--- src/rtl/m2cbc_pkg.sv ---
// Shared types and constants for the MULTI2 CBC/OFB decryption block.
// Used by the front end, the job queue, the round engine and the top level.
// No dependencies.
package m2cbc_pkg;

    localparam int BLOCK_W     = 64;
    localparam int HALF_W      = 32;
    localparam int COUNT_W     = 4;
    localparam int TDATA_W     = 72;   // block + count, padded to whole bytes
    localparam int CFG_INDEX_W = 3;

    localparam logic [COUNT_W-1:0] FULL_COUNT = 4'd8;

    // Configuration register indexes
    localparam logic [CFG_INDEX_W-1:0] CFG_KEY_12 = 3'd0;
    localparam logic [CFG_INDEX_W-1:0] CFG_KEY_34 = 3'd1;
    localparam logic [CFG_INDEX_W-1:0] CFG_KEY_56 = 3'd2;
    localparam logic [CFG_INDEX_W-1:0] CFG_KEY_78 = 3'd3;
    localparam logic [CFG_INDEX_W-1:0] CFG_IV     = 3'd4;

    localparam int DEFAULT_ROUNDS = 4;
    localparam int QUEUE_DEPTH    = 2;

    // What the back end has to do with one item
    typedef enum logic [1:0] {
        MODE_ZERO = 2'd0,   // no bytes: empty result
        MODE_OFB  = 2'd1,   // short residual: encrypt chain, xor leading bytes
        MODE_CBC  = 2'd2    // full block: decrypt, xor chain
    } mode_t;

    // Work key words, word one in the upper half of w12
    typedef struct packed {
        logic [BLOCK_W-1:0] w12;
        logic [BLOCK_W-1:0] w34;
        logic [BLOCK_W-1:0] w56;
        logic [BLOCK_W-1:0] w78;
    } key_set_t;

    // One classified item, passed from front to back
    typedef struct packed {
        mode_t              mode;
        logic [COUNT_W-1:0] count;
        logic [BLOCK_W-1:0] block;
        logic [BLOCK_W-1:0] chain;
    } job_t;

    // Queue status seen by both sides
    typedef struct packed {
        logic full;
        logic empty;
    } queue_status_t;

endpackage

--- src/rtl/m2cbc_front.sv ---
// Front end: configuration registers, chaining register and item classification.
// Pushes one job per accepted beat into the job queue. Depends on m2cbc_pkg.
module m2cbc_front (
    input  logic                                   aclk,
    input  logic                                   aresetn,
    input  logic                                   cfg_valid,
    output logic                                   cfg_ready,
    input  logic [m2cbc_pkg::CFG_INDEX_W-1:0]      cfg_index,
    input  logic [m2cbc_pkg::BLOCK_W-1:0]          cfg_data,
    input  logic                                   s_tvalid,
    output logic                                   s_tready,
    input  logic [m2cbc_pkg::TDATA_W-1:0]          s_tdata,   // cipher_block, byte_count, pad
    input  logic                                   s_tuser,   // packet_start
    input  m2cbc_pkg::queue_status_t               q_status,
    output logic                                   q_push,
    output m2cbc_pkg::job_t                        q_job,
    output m2cbc_pkg::key_set_t                    keys
);

    m2cbc_pkg::key_set_t                 key_reg, key_next;
    logic [m2cbc_pkg::BLOCK_W-1:0]       iv_reg, iv_next;
    logic [m2cbc_pkg::BLOCK_W-1:0]       chain_reg, chain_next;
    logic [m2cbc_pkg::BLOCK_W-1:0]       in_block;
    logic [m2cbc_pkg::COUNT_W-1:0]       in_count;
    logic [m2cbc_pkg::BLOCK_W-1:0]       chain_use;
    logic                                accept;

    assign cfg_ready = 1'b1;
    assign s_tready  = !q_status.full;
    assign accept    = s_tvalid && s_tready;
    assign keys      = key_reg;

    assign in_block  = s_tdata[m2cbc_pkg::BLOCK_W-1:0];
    assign in_count  = s_tdata[m2cbc_pkg::BLOCK_W +: m2cbc_pkg::COUNT_W];
    // packet start takes the IV in place of the running chain
    assign chain_use = s_tuser ? iv_reg : chain_reg;

    // classify the beat
    always_comb begin
        q_job.block = in_block;
        q_job.chain = chain_use;
        if (in_count == '0) begin
            q_job.mode  = m2cbc_pkg::MODE_ZERO;
            q_job.count = '0;
        end else if (in_count >= m2cbc_pkg::FULL_COUNT) begin
            q_job.mode  = m2cbc_pkg::MODE_CBC;
            q_job.count = m2cbc_pkg::FULL_COUNT;
        end else begin
            q_job.mode  = m2cbc_pkg::MODE_OFB;
            q_job.count = in_count;
        end
    end

    assign q_push = accept;

    // register writes
    always_comb begin
        key_next = key_reg;
        iv_next  = iv_reg;
        if (cfg_valid && cfg_ready) begin
            case (cfg_index)
                m2cbc_pkg::CFG_KEY_12: key_next.w12 = cfg_data;
                m2cbc_pkg::CFG_KEY_34: key_next.w34 = cfg_data;
                m2cbc_pkg::CFG_KEY_56: key_next.w56 = cfg_data;
                m2cbc_pkg::CFG_KEY_78: key_next.w78 = cfg_data;
                m2cbc_pkg::CFG_IV:     iv_next      = cfg_data;
                default: ;
            endcase
        end
    end

    // chain: raw ciphertext after a full block, else whatever was in use
    always_comb begin
        chain_next = chain_reg;
        if (accept) begin
            chain_next = (q_job.mode == m2cbc_pkg::MODE_CBC) ? in_block : chain_use;
        end
    end

    always_ff @(posedge aclk) begin
        if (!aresetn) begin
            key_reg   <= '0;
            iv_reg    <= '0;
            chain_reg <= '0;
        end else begin
            key_reg   <= key_next;
            iv_reg    <= iv_next;
            chain_reg <= chain_next;
        end
    end

endmodule

--- src/rtl/m2cbc_queue.sv ---
// Short job queue between front end and round engine.
// Register based FIFO of m2cbc_pkg::job_t entries. Depends on m2cbc_pkg.
module m2cbc_queue (
    input  logic                      aclk,
    input  logic                      aresetn,
    input  logic                      push,
    input  m2cbc_pkg::job_t           push_job,
    input  logic                      pop,
    output m2cbc_pkg::job_t           pop_job,
    output m2cbc_pkg::queue_status_t  status
);

    localparam int DEPTH = m2cbc_pkg::QUEUE_DEPTH;
    localparam int PTR_W = (DEPTH > 1) ? $clog2(DEPTH) : 1;
    localparam int CNT_W = $clog2(DEPTH + 1);

    m2cbc_pkg::job_t     entry_reg [DEPTH];
    logic [PTR_W-1:0]    wr_ptr_reg, wr_ptr_next;
    logic [PTR_W-1:0]    rd_ptr_reg, rd_ptr_next;
    logic [CNT_W-1:0]    fill_reg, fill_next;
    logic                do_push, do_pop;

    assign status.full  = (fill_reg == CNT_W'(DEPTH));
    assign status.empty = (fill_reg == '0);
    assign do_push      = push && !status.full;
    assign do_pop       = pop && !status.empty;
    assign pop_job      = entry_reg[rd_ptr_reg];

    // pointer and fill bookkeeping
    always_comb begin
        wr_ptr_next = wr_ptr_reg;
        rd_ptr_next = rd_ptr_reg;
        fill_next   = fill_reg;
        if (do_push) begin
            wr_ptr_next = (wr_ptr_reg == PTR_W'(DEPTH - 1)) ? '0 : wr_ptr_reg + 1'b1;
        end
        if (do_pop) begin
            rd_ptr_next = (rd_ptr_reg == PTR_W'(DEPTH - 1)) ? '0 : rd_ptr_reg + 1'b1;
        end
        if (do_push && !do_pop) begin
            fill_next = fill_reg + 1'b1;
        end else if (do_pop && !do_push) begin
            fill_next = fill_reg - 1'b1;
        end
    end

    always_ff @(posedge aclk) begin
        if (!aresetn) begin
            wr_ptr_reg <= '0;
            rd_ptr_reg <= '0;
            fill_reg   <= '0;
        end else begin
            wr_ptr_reg <= wr_ptr_next;
            rd_ptr_reg <= rd_ptr_next;
            fill_reg   <= fill_next;
        end
    end

    // payload storage, no reset
    always_ff @(posedge aclk) begin
        if (do_push) begin
            entry_reg[wr_ptr_reg] <= push_job;
        end
    end

endmodule

--- src/rtl/m2cbc_engine.sv ---
// Round engine: one MULTI2 pi function per cycle, decrypt or encrypt order,
// then chain/keystream xor into the output register. Depends on m2cbc_pkg.
module m2cbc_engine #(
    parameter int ROUNDS = m2cbc_pkg::DEFAULT_ROUNDS
) (
    input  logic                                   aclk,
    input  logic                                   aresetn,
    input  m2cbc_pkg::key_set_t                    keys,
    input  m2cbc_pkg::queue_status_t               q_status,
    output logic                                   q_pop,
    input  m2cbc_pkg::job_t                        q_job,
    output logic                                   m_tvalid,
    input  logic                                   m_tready,
    output logic [m2cbc_pkg::TDATA_W-1:0]          m_tdata    // plain_block, plain_count, pad
);

    localparam int RND_W = (ROUNDS > 1) ? $clog2(ROUNDS) : 1;
    localparam int HW    = m2cbc_pkg::HALF_W;
    localparam int BW    = m2cbc_pkg::BLOCK_W;
    localparam int CW    = m2cbc_pkg::COUNT_W;
    localparam logic [2:0] STEP_LAST = 3'd7;

    typedef enum logic [2:0] {
        ST_IDLE = 3'b001,
        ST_RUN  = 3'b010,
        ST_DONE = 3'b100
    } state_t;

    typedef enum logic [1:0] {
        OP_PI1 = 2'd0,
        OP_PI2 = 2'd1,
        OP_PI3 = 2'd2,
        OP_PI4 = 2'd3
    } op_t;

    function automatic logic [HW-1:0] rotl(input logic [HW-1:0] v, input int unsigned n);
        return (v << n) | (v >> (HW - n));
    endfunction

    // keep the leading count bytes
    function automatic logic [BW-1:0] lead_mask(input logic [CW-1:0] count);
        logic [BW-1:0] m;
        for (int i = 0; i < 8; i++) begin
            m[BW-1-8*i -: 8] = (CW'(i) < count) ? 8'hFF : 8'h00;
        end
        return m;
    endfunction

    state_t              state_reg, state_next;
    m2cbc_pkg::job_t     job_reg, job_next;
    logic [HW-1:0]       l_reg, l_next, r_reg, r_next;
    logic [2:0]          step_reg, step_next;
    logic [RND_W-1:0]    round_reg, round_next;
    logic                out_valid_reg, out_valid_next;
    logic [m2cbc_pkg::TDATA_W-1:0] out_data_reg, out_data_next;

    op_t                 op;
    logic [HW-1:0]       ka, kb;
    logic [HW-1:0]       l_step, r_step;
    logic [HW-1:0]       y, z, a, b, c;
    logic                last_step, out_free, can_pop;
    logic [BW-1:0]       result;

    logic [HW-1:0] k1, k2, k3, k4, k5, k6, k7, k8;
    assign k1 = keys.w12[BW-1:HW];
    assign k2 = keys.w12[HW-1:0];
    assign k3 = keys.w34[BW-1:HW];
    assign k4 = keys.w34[HW-1:0];
    assign k5 = keys.w56[BW-1:HW];
    assign k6 = keys.w56[HW-1:0];
    assign k7 = keys.w78[BW-1:HW];
    assign k8 = keys.w78[HW-1:0];

    // step schedule: decrypt runs the key words backwards
    always_comb begin
        op = OP_PI1;
        ka = '0;
        kb = '0;
        if (job_reg.mode == m2cbc_pkg::MODE_CBC) begin
            case (step_reg)
                3'd0: begin op = OP_PI4; ka = k8; end
                3'd1: begin op = OP_PI3; ka = k6; kb = k7; end
                3'd2: begin op = OP_PI2; ka = k5; end
                3'd3: op = OP_PI1;
                3'd4: begin op = OP_PI4; ka = k4; end
                3'd5: begin op = OP_PI3; ka = k2; kb = k3; end
                3'd6: begin op = OP_PI2; ka = k1; end
                default: op = OP_PI1;
            endcase
        end else begin
            case (step_reg)
                3'd0: op = OP_PI1;
                3'd1: begin op = OP_PI2; ka = k1; end
                3'd2: begin op = OP_PI3; ka = k2; kb = k3; end
                3'd3: begin op = OP_PI4; ka = k4; end
                3'd4: op = OP_PI1;
                3'd5: begin op = OP_PI2; ka = k5; end
                3'd6: begin op = OP_PI3; ka = k6; kb = k7; end
                default: begin op = OP_PI4; ka = k8; end
            endcase
        end
    end

    // one pi function
    always_comb begin
        l_step = l_reg;
        r_step = r_reg;
        y = '0;
        z = '0;
        a = '0;
        b = '0;
        c = '0;
        case (op)
            OP_PI1: r_step = r_reg ^ l_reg;
            OP_PI2: begin
                y = r_reg + ka;
                z = rotl(y, 1) + y - 32'd1;
                l_step = l_reg ^ rotl(z, 4) ^ z;
            end
            OP_PI3: begin
                y = l_reg + ka;
                z = rotl(y, 2) + y + 32'd1;
                a = rotl(z, 8) ^ z;
                b = a + kb;
                c = rotl(b, 1) - b;
                r_step = r_reg ^ rotl(c, 16) ^ (c | l_reg);
            end
            OP_PI4: begin
                y = r_reg + ka;
                l_step = l_reg ^ (rotl(y, 2) + y + 32'd1);
            end
            default: ;
        endcase
    end

    // final xor
    always_comb begin
        case (job_reg.mode)
            m2cbc_pkg::MODE_CBC: result = {l_reg, r_reg} ^ job_reg.chain;
            m2cbc_pkg::MODE_OFB: result = (job_reg.block ^ {l_reg, r_reg})
                                          & lead_mask(job_reg.count);
            default:             result = '0;
        endcase
    end

    assign last_step = (step_reg == STEP_LAST) && (round_reg == RND_W'(ROUNDS - 1));
    assign out_free  = !out_valid_reg || m_tready;
    assign can_pop   = !q_status.empty &&
                       ((state_reg == ST_IDLE) || ((state_reg == ST_DONE) && out_free));
    assign q_pop     = can_pop;

    // sequencer
    always_comb begin
        state_next     = state_reg;
        job_next       = job_reg;
        l_next         = l_reg;
        r_next         = r_reg;
        step_next      = step_reg;
        round_next     = round_reg;
        out_valid_next = out_valid_reg && !m_tready;
        out_data_next  = out_data_reg;

        case (state_reg)
            ST_IDLE: ;
            ST_RUN: begin
                l_next    = l_step;
                r_next    = r_step;
                step_next = step_reg + 3'd1;
                if (step_reg == STEP_LAST) begin
                    round_next = round_reg + 1'b1;
                end
                if (last_step) begin
                    state_next = ST_DONE;
                end
            end
            ST_DONE: begin
                if (out_free) begin
                    out_valid_next = 1'b1;
                    out_data_next  = {{(m2cbc_pkg::TDATA_W - BW - CW){1'b0}},
                                      job_reg.count, result};
                    state_next     = ST_IDLE;
                end
            end
            default: state_next = ST_IDLE;
        endcase

        // load the next job
        if (can_pop) begin
            job_next   = q_job;
            step_next  = '0;
            round_next = '0;
            if (q_job.mode == m2cbc_pkg::MODE_CBC) begin
                {l_next, r_next} = q_job.block;
            end else begin
                {l_next, r_next} = q_job.chain;
            end
            state_next = (q_job.mode == m2cbc_pkg::MODE_ZERO) ? ST_DONE : ST_RUN;
        end
    end

    always_ff @(posedge aclk) begin
        if (!aresetn) begin
            state_reg     <= ST_IDLE;
            step_reg      <= '0;
            round_reg     <= '0;
            out_valid_reg <= 1'b0;
        end else begin
            state_reg     <= state_next;
            step_reg      <= step_next;
            round_reg     <= round_next;
            out_valid_reg <= out_valid_next;
        end
    end

    always_ff @(posedge aclk) begin
        job_reg      <= job_next;
        l_reg        <= l_next;
        r_reg        <= r_next;
        out_data_reg <= out_data_next;
    end

    assign m_tvalid = out_valid_reg;
    assign m_tdata  = out_data_reg;

    // checks
    a_pop_only_when_free: assert property (@(posedge aclk) disable iff (!aresetn)
        q_pop |-> (state_reg == ST_IDLE) || ((state_reg == ST_DONE) && out_free))
        else $error("job taken while engine busy");

    a_last_step_done: assert property (@(posedge aclk) disable iff (!aresetn)
        (state_reg == ST_RUN) && last_step |=> (state_reg == ST_DONE))
        else $error("engine did not finish after last round");

    a_run_not_zero: assert property (@(posedge aclk) disable iff (!aresetn)
        (state_reg == ST_RUN) |-> (job_reg.mode != m2cbc_pkg::MODE_ZERO))
        else $error("empty item sent through rounds");

    a_done_holds: assert property (@(posedge aclk) disable iff (!aresetn)
        (state_reg == ST_DONE) && !out_free |=> (state_reg == ST_DONE) && $stable(l_reg))
        else $error("finished job lost while output stalled");

endmodule

--- src/rtl/multi2_cbc_ofb_decrypt.sv ---
// Top level of the MULTI2 CBC decryptor with OFB residual handling.
// Joins m2cbc_front, m2cbc_queue and m2cbc_engine; depends on m2cbc_pkg.
//
//  channel  | direction | handshake          | payload
//  ---------+-----------+--------------------+-----------------------------------------
//  cfg      | in        | cfg_valid/ready    | cfg_index[2:0], cfg_data[63:0]
//  s_       | in        | s_tvalid/tready    | tdata: cipher_block, byte_count; tuser: packet_start
//  m_       | out       | m_tvalid/tready    | tdata: plain_block, plain_count
//
// A full block or residual is loaded and run through the round engine one pi function
// a cycle; an empty beat is loaded straight into the done state and skips the rounds.
// Reset is synchronous on aresetn low; keys, IV and chaining register clear to zero.
// A two-entry job queue decouples input from the engine, and the output register holds
// a finished result while m_tready is low without blocking the next job.
module multi2_cbc_ofb_decrypt #(
    parameter int ROUNDS = m2cbc_pkg::DEFAULT_ROUNDS
) (
    input  logic                                   aclk,
    input  logic                                   aresetn,
    input  logic                                   cfg_valid,
    output logic                                   cfg_ready,
    input  logic [m2cbc_pkg::CFG_INDEX_W-1:0]      cfg_index,
    input  logic [m2cbc_pkg::BLOCK_W-1:0]          cfg_data,
    input  logic                                   s_tvalid,
    output logic                                   s_tready,
    input  logic [m2cbc_pkg::TDATA_W-1:0]          s_tdata,  // [63:0] cipher_block, [67:64] byte_count
    input  logic                                   s_tuser,  // [0] packet_start
    output logic                                   m_tvalid,
    input  logic                                   m_tready,
    output logic [m2cbc_pkg::TDATA_W-1:0]          m_tdata   // [63:0] plain_block, [67:64] plain_count
);

    m2cbc_pkg::key_set_t       keys;
    m2cbc_pkg::queue_status_t  q_status;
    m2cbc_pkg::job_t           push_job, pop_job;
    logic                      q_push, q_pop;

    m2cbc_front u_front (
        .aclk      (aclk),
        .aresetn   (aresetn),
        .cfg_valid (cfg_valid),
        .cfg_ready (cfg_ready),
        .cfg_index (cfg_index),
        .cfg_data  (cfg_data),
        .s_tvalid  (s_tvalid),
        .s_tready  (s_tready),
        .s_tdata   (s_tdata),
        .s_tuser   (s_tuser),
        .q_status  (q_status),
        .q_push    (q_push),
        .q_job     (push_job),
        .keys      (keys)
    );

    m2cbc_queue u_queue (
        .aclk     (aclk),
        .aresetn  (aresetn),
        .push     (q_push),
        .push_job (push_job),
        .pop      (q_pop),
        .pop_job  (pop_job),
        .status   (q_status)
    );

    m2cbc_engine #(
        .ROUNDS (ROUNDS)
    ) u_engine (
        .aclk     (aclk),
        .aresetn  (aresetn),
        .keys     (keys),
        .q_status (q_status),
        .q_pop    (q_pop),
        .q_job    (pop_job),
        .m_tvalid (m_tvalid),
        .m_tready (m_tready),
        .m_tdata  (m_tdata)
    );

endmodule

--- config.mk ---
export PLATFORM = sky130hd
export DESIGN_NAME = multi2_cbc_ofb_decrypt
export DESIGN_NICKNAME = d
export VERILOG_FILES = /design/src/rtl/m2cbc_pkg.sv /design/src/rtl/m2cbc_front.sv /design/src/rtl/m2cbc_queue.sv /design/src/rtl/m2cbc_engine.sv /design/src/rtl/multi2_cbc_ofb_decrypt.sv
export SDC_FILE = /design/constraint.sdc
export NUM_CORES = 2
export LEC_CHECK = 0
export BUFFER_PORTS_ARGS = -buffer_cell sky130_fd_sc_hd__buf_4
export CELL_PAD_IN_SITES_DETAIL_PLACEMENT = 1
export CELL_PAD_IN_SITES_GLOBAL_PLACEMENT = 1
export CORE_MARGIN = 10
export CORE_UTILIZATION = 45
export CTS_CLUSTER_DIAMETER = 200
export DETAILED_ROUTE_END_ITERATION = 12
export PLACE_DENSITY_LB_ADDON = 0.1
export SLEW_MARGIN = 40
export SYNTH_ARGS = -nofsm -noshare
export SYNTH_HDL_FRONTEND = slang
export SYNTH_SLANG_ARGS = --single-unit
--- constraint.sdc ---
create_clock -name aclk -period 13.4 [get_ports aclk]
set_input_delay 1.34 -clock aclk [delete_from_list [all_inputs] [get_ports aclk]]
set_output_delay 1.34 -clock aclk [all_outputs]
set_load 0.01 [all_outputs]
==> qor.txt <==
Outcome - completed
Final instance area - 64700 um2
Die width - 369 um
Post-synthesis cell type count - 110
WL/cell - 27.6 um
CTS tree - yes
Mean cell area of the mapped netlist - 9.97 um2
Critical-path maximum fanout - 18
Routability cong. - 0.969
Hold Violations, Final - 0
Measured slew at the worst slew-check pin - 966 ps
Initial antenna violation count - 17
Sequential Area - 24000 um2
DPL Wire Length - 156 mm
Buf/Inv on CP - 9
Num Clock Sinks - 932
Worst reg2reg setup slack - 640 ps
Fin nets - 6339
Max-cap violation count - 0
H-tree Lvls - 3
Die Area - 136000 um2
Slowest stage delay, CP - 400 ps
GRT Residual Overflow - 0
Clock Latency Late Sink - 750 ps
Clock Tree Buf Depth - 3
Io pins - 220
Fraction of layout cells with a size suffix above 1 - 21.1%
Cell Count, Final, Fillers Out - 7657
DP Area - 60600 um2
Chip height - 369 um
FF-to-FF path depth - 70
Top Family by Delay on Critical Path - compound AO/OA/AOI/OAI gates
Synthesized cell area - 54800 um2
Wirelength, routed - 211 mm
Asr flop ratio synth - 0%
Hold Path Depth - 2
#FFs+latches synth - 932
CTS root buf - clkbuf_16
Clock skew - 68.7 ps
Number of flops mapped to enable cells by yosys - 534
Reg2reg start - u_engine.step_reg[0]
Number of global-route vias before repair - 45800
Final period util - 95.2%
Arrival @ worst endpoint - 13340 ps
CP Launch Type - flip-flop
CTS Hold Bufs - 0
Hold EP - u_front.keys[181]
TritonRoute pass-1 iters - 6
Post-synthesis sequential area ratio - 43.8%
Critical Path End Type - flip-flop
IO buf count - 210
Max Freq - 78.4 MHz
Critical path startpoint - u_engine.step_reg[0]
Fill cell count - 13500
Synthesized instance count - 5499
TNS Setup - 0 ps
Final min period - 12760 ps
Final setup viols - 0
Iteration-0 DRC Markers - 3556
Largest net degree at the start of global routing - 132
Layout Area Growth over Synthesis - 18.0%
Final Util - 53.3%
Cell count after placement - 7427
Worst hold start - u_front.keys[181]
TritonCTS Buffers - 104
Warning count from the yosys run - 0
Core Region - 121000 um2
Worst R2R End - u_engine.r_reg[8]
Vias/cell - 5.89
Hold WC Path Type - flip-flop to flip-flop
Max FFs per register - 268
Vias after detailed routing - 45100
Crit path required time - 13990 ps
Post-route ant nets - 0
WS Path Type - flip-flop to flip-flop
Num rows - 128
Top FF cell, synth - edfxtp_1
Clock transition at path regs - 60 ps
Max-slew headroom - 35.2%
GRT Util Overall - 29.9%
Starting Density - 45.2%
Area of the multi-input gates - 29200 um2
First-pass GRT wire length - 305 mm
Final-report max-slew violation count - 0
DRC Markers - 0
Crit-path most repeated cell - a21oi_2
Worst path slowest cell - fa_2
-- how the worst max path moves through the flow --
stage	depth (start not counted)	to	slack, ps
6_report	70	u_engine.r_reg[8]	640
5_1_grt	74	u_engine.r_reg[8]	-200
4_1_cts	74	u_engine.r_reg[8]	10
3_5_place_dp	73	u_engine.r_reg[8]	-810
3_3_place_gp	70	u_engine.r_reg[8]	-430
2_1_floorplan	73	u_engine.r_reg[14]	30
-- tightest hold or removal path: stages (launching register included) --
cell	delay, ps
dfxtp_1	300
nand2_1	50
a21boi_0	60
-- per-layer routing --
metal / track usage [%] / wire [um] / vias to the layer above
met4: 13.7 / 10300 / 10
met1: 38.9 / 89900 / 22900
li1: - / - / 20600
met5: 0 / 62 / -
met2: 49.1 / 98600 / 1321
met3: 4.27 / 12400 / 297
-- Yosys cell counts, types with 8 or more instances --
| master | n | area share, % |
|---|---|---|
| buf_1 | 46 | 0.31 |
| a21o_1 | 87 | 1.2 |
| a22oi_1 | 76 | 1.0 |
| o31ai_1 | 8 | 0.11 |
| a211oi_1 | 19 | 0.26 |
| or3_1 | 17 | 0.19 |
| dfxtp_1 | 398 | 15 |
| o22ai_1 | 22 | 0.25 |
| xor2_1 | 249 | 4.0 |
| buf_4 | 8 | 0.11 |
| o32ai_1 | 17 | 0.27 |
| nor2b_1 | 30 | 0.34 |
| nand4_1 | 22 | 0.25 |
| nand3_1 | 31 | 0.28 |
| nand2_1 | 863 | 5.9 |
| o21bai_1 | 29 | 0.40 |
| a211o_1 | 8 | 0.13 |
| a21boi_0 | 401 | 5.5 |
| a221oi_1 | 17 | 0.27 |
| ha_1 | 252 | 5.8 |
| a22o_1 | 45 | 0.72 |
| a221o_1 | 18 | 0.33 |
| a222oi_1 | 48 | 0.88 |
| and3_1 | 20 | 0.23 |
| a31oi_1 | 22 | 0.25 |
| nor3b_1 | 12 | 0.16 |
| mux2_2 | 314 | 6.4 |
| o21ai_1 | 9 | 0.082 |
| nor3_1 | 38 | 0.35 |
| nand2b_1 | 98 | 1.1 |
| a21oi_1 | 220 | 2.0 |
| inv_1 | 199 | 1.4 |
| and2_1 | 20 | 0.23 |
| xnor2_1 | 182 | 2.9 |
| edfxtp_1 | 534 | 29 |
| clkbuf_1 | 249 | 1.7 |
| or2_2 | 9 | 0.10 |
| o211ai_1 | 92 | 1.3 |
| o2111ai_1 | 8 | 0.13 |
| nor2_1 | 291 | 2.0 |
| o21a_1 | 30 | 0.41 |
| mux2i_1 | 119 | 2.2 |
| o21ai_0 | 148 | 1.4 |
-- metrics by stage --
stage / setup WS [ps] / hold WS (ps)
after floorplan: 31.3 / 438
after CTS: 11.1 / 464
after detailed placement: -813 / 456
after global routing: -198 / 483
after global placement: -433 / 446
final: 645 / 461
-- final cells by class --
cell class / count / share of cell area [%]
well taps: 1625 / 3.14
diodes: 6 / 0.0232
repair buffers: 647 / 7.90
flip-flops and latches: 932 / 37.1
clock inverters: 32 / 0.677
multi-input cells: 4049 / 45.1
inverters: 201 / 1.18
clock buffers: 165 / 4.85
-- cells by family after synthesis --
family          Yosys count  synth area share, %
simple gates           1491                 11.8
compound gates         1417                 18.7
flops                   932                 43.8
buf+inv                 521                 3.78
xor+xnor                442                 7.30
mux                     433                 8.62
fa+ha+maj               261                 6.05
other cells               2               0.0137
-- timing repair --
| item | in CTS | in global routing |
|---|---|---|
| gates cloned | 0 | 1 |
| endpoints found under the setup margin | 32 | 32 |
| resized for setup | 20 | 55 |
| hold endpoints to repair | 0 | 0 |
| pin swaps | 12 | 32 |
| buffers inserted | 18 | 8 |
-- layout by cell type (no fill, tap or decap), types with 17 or more instances in the layout --
cell type	netlist	final
nor2b_1	30	26
a22oi_1	76	76
a21oi_1	220	209
a22o_1	45	45
clkbuf_1	249	34
a21o_1	87	86
o211ai_1	92	92
nor2_1	291	288
nand2b_1	98	97
buf_4	8	619
ha_1	252	244
mux2i_1	119	115
nand3_1	31	29
xnor2_1	182	180
dfxtp_1	398	395
mux2_2	314	314
a222oi_1	48	48
o22ai_1	22	20
o21bai_1	29	29
nand2_1	863	860
clkbuf_8	4	24
o21a_1	30	30
xor2_1	249	247
nor3_1	38	38
a21boi_0	401	395
and2_1	20	19
a31oi_1	22	21
nand4_1	22	22
edfxtp_1	534	534
clkbuf_16	0	108
and3_1	20	18
a221o_1	18	18
a211oi_1	19	17
inv_1	199	197
o21ai_0	148	134
Power is not shown: default switching activity piles up to over one toggle a cycle in this logic, so the estimate is an artifact.
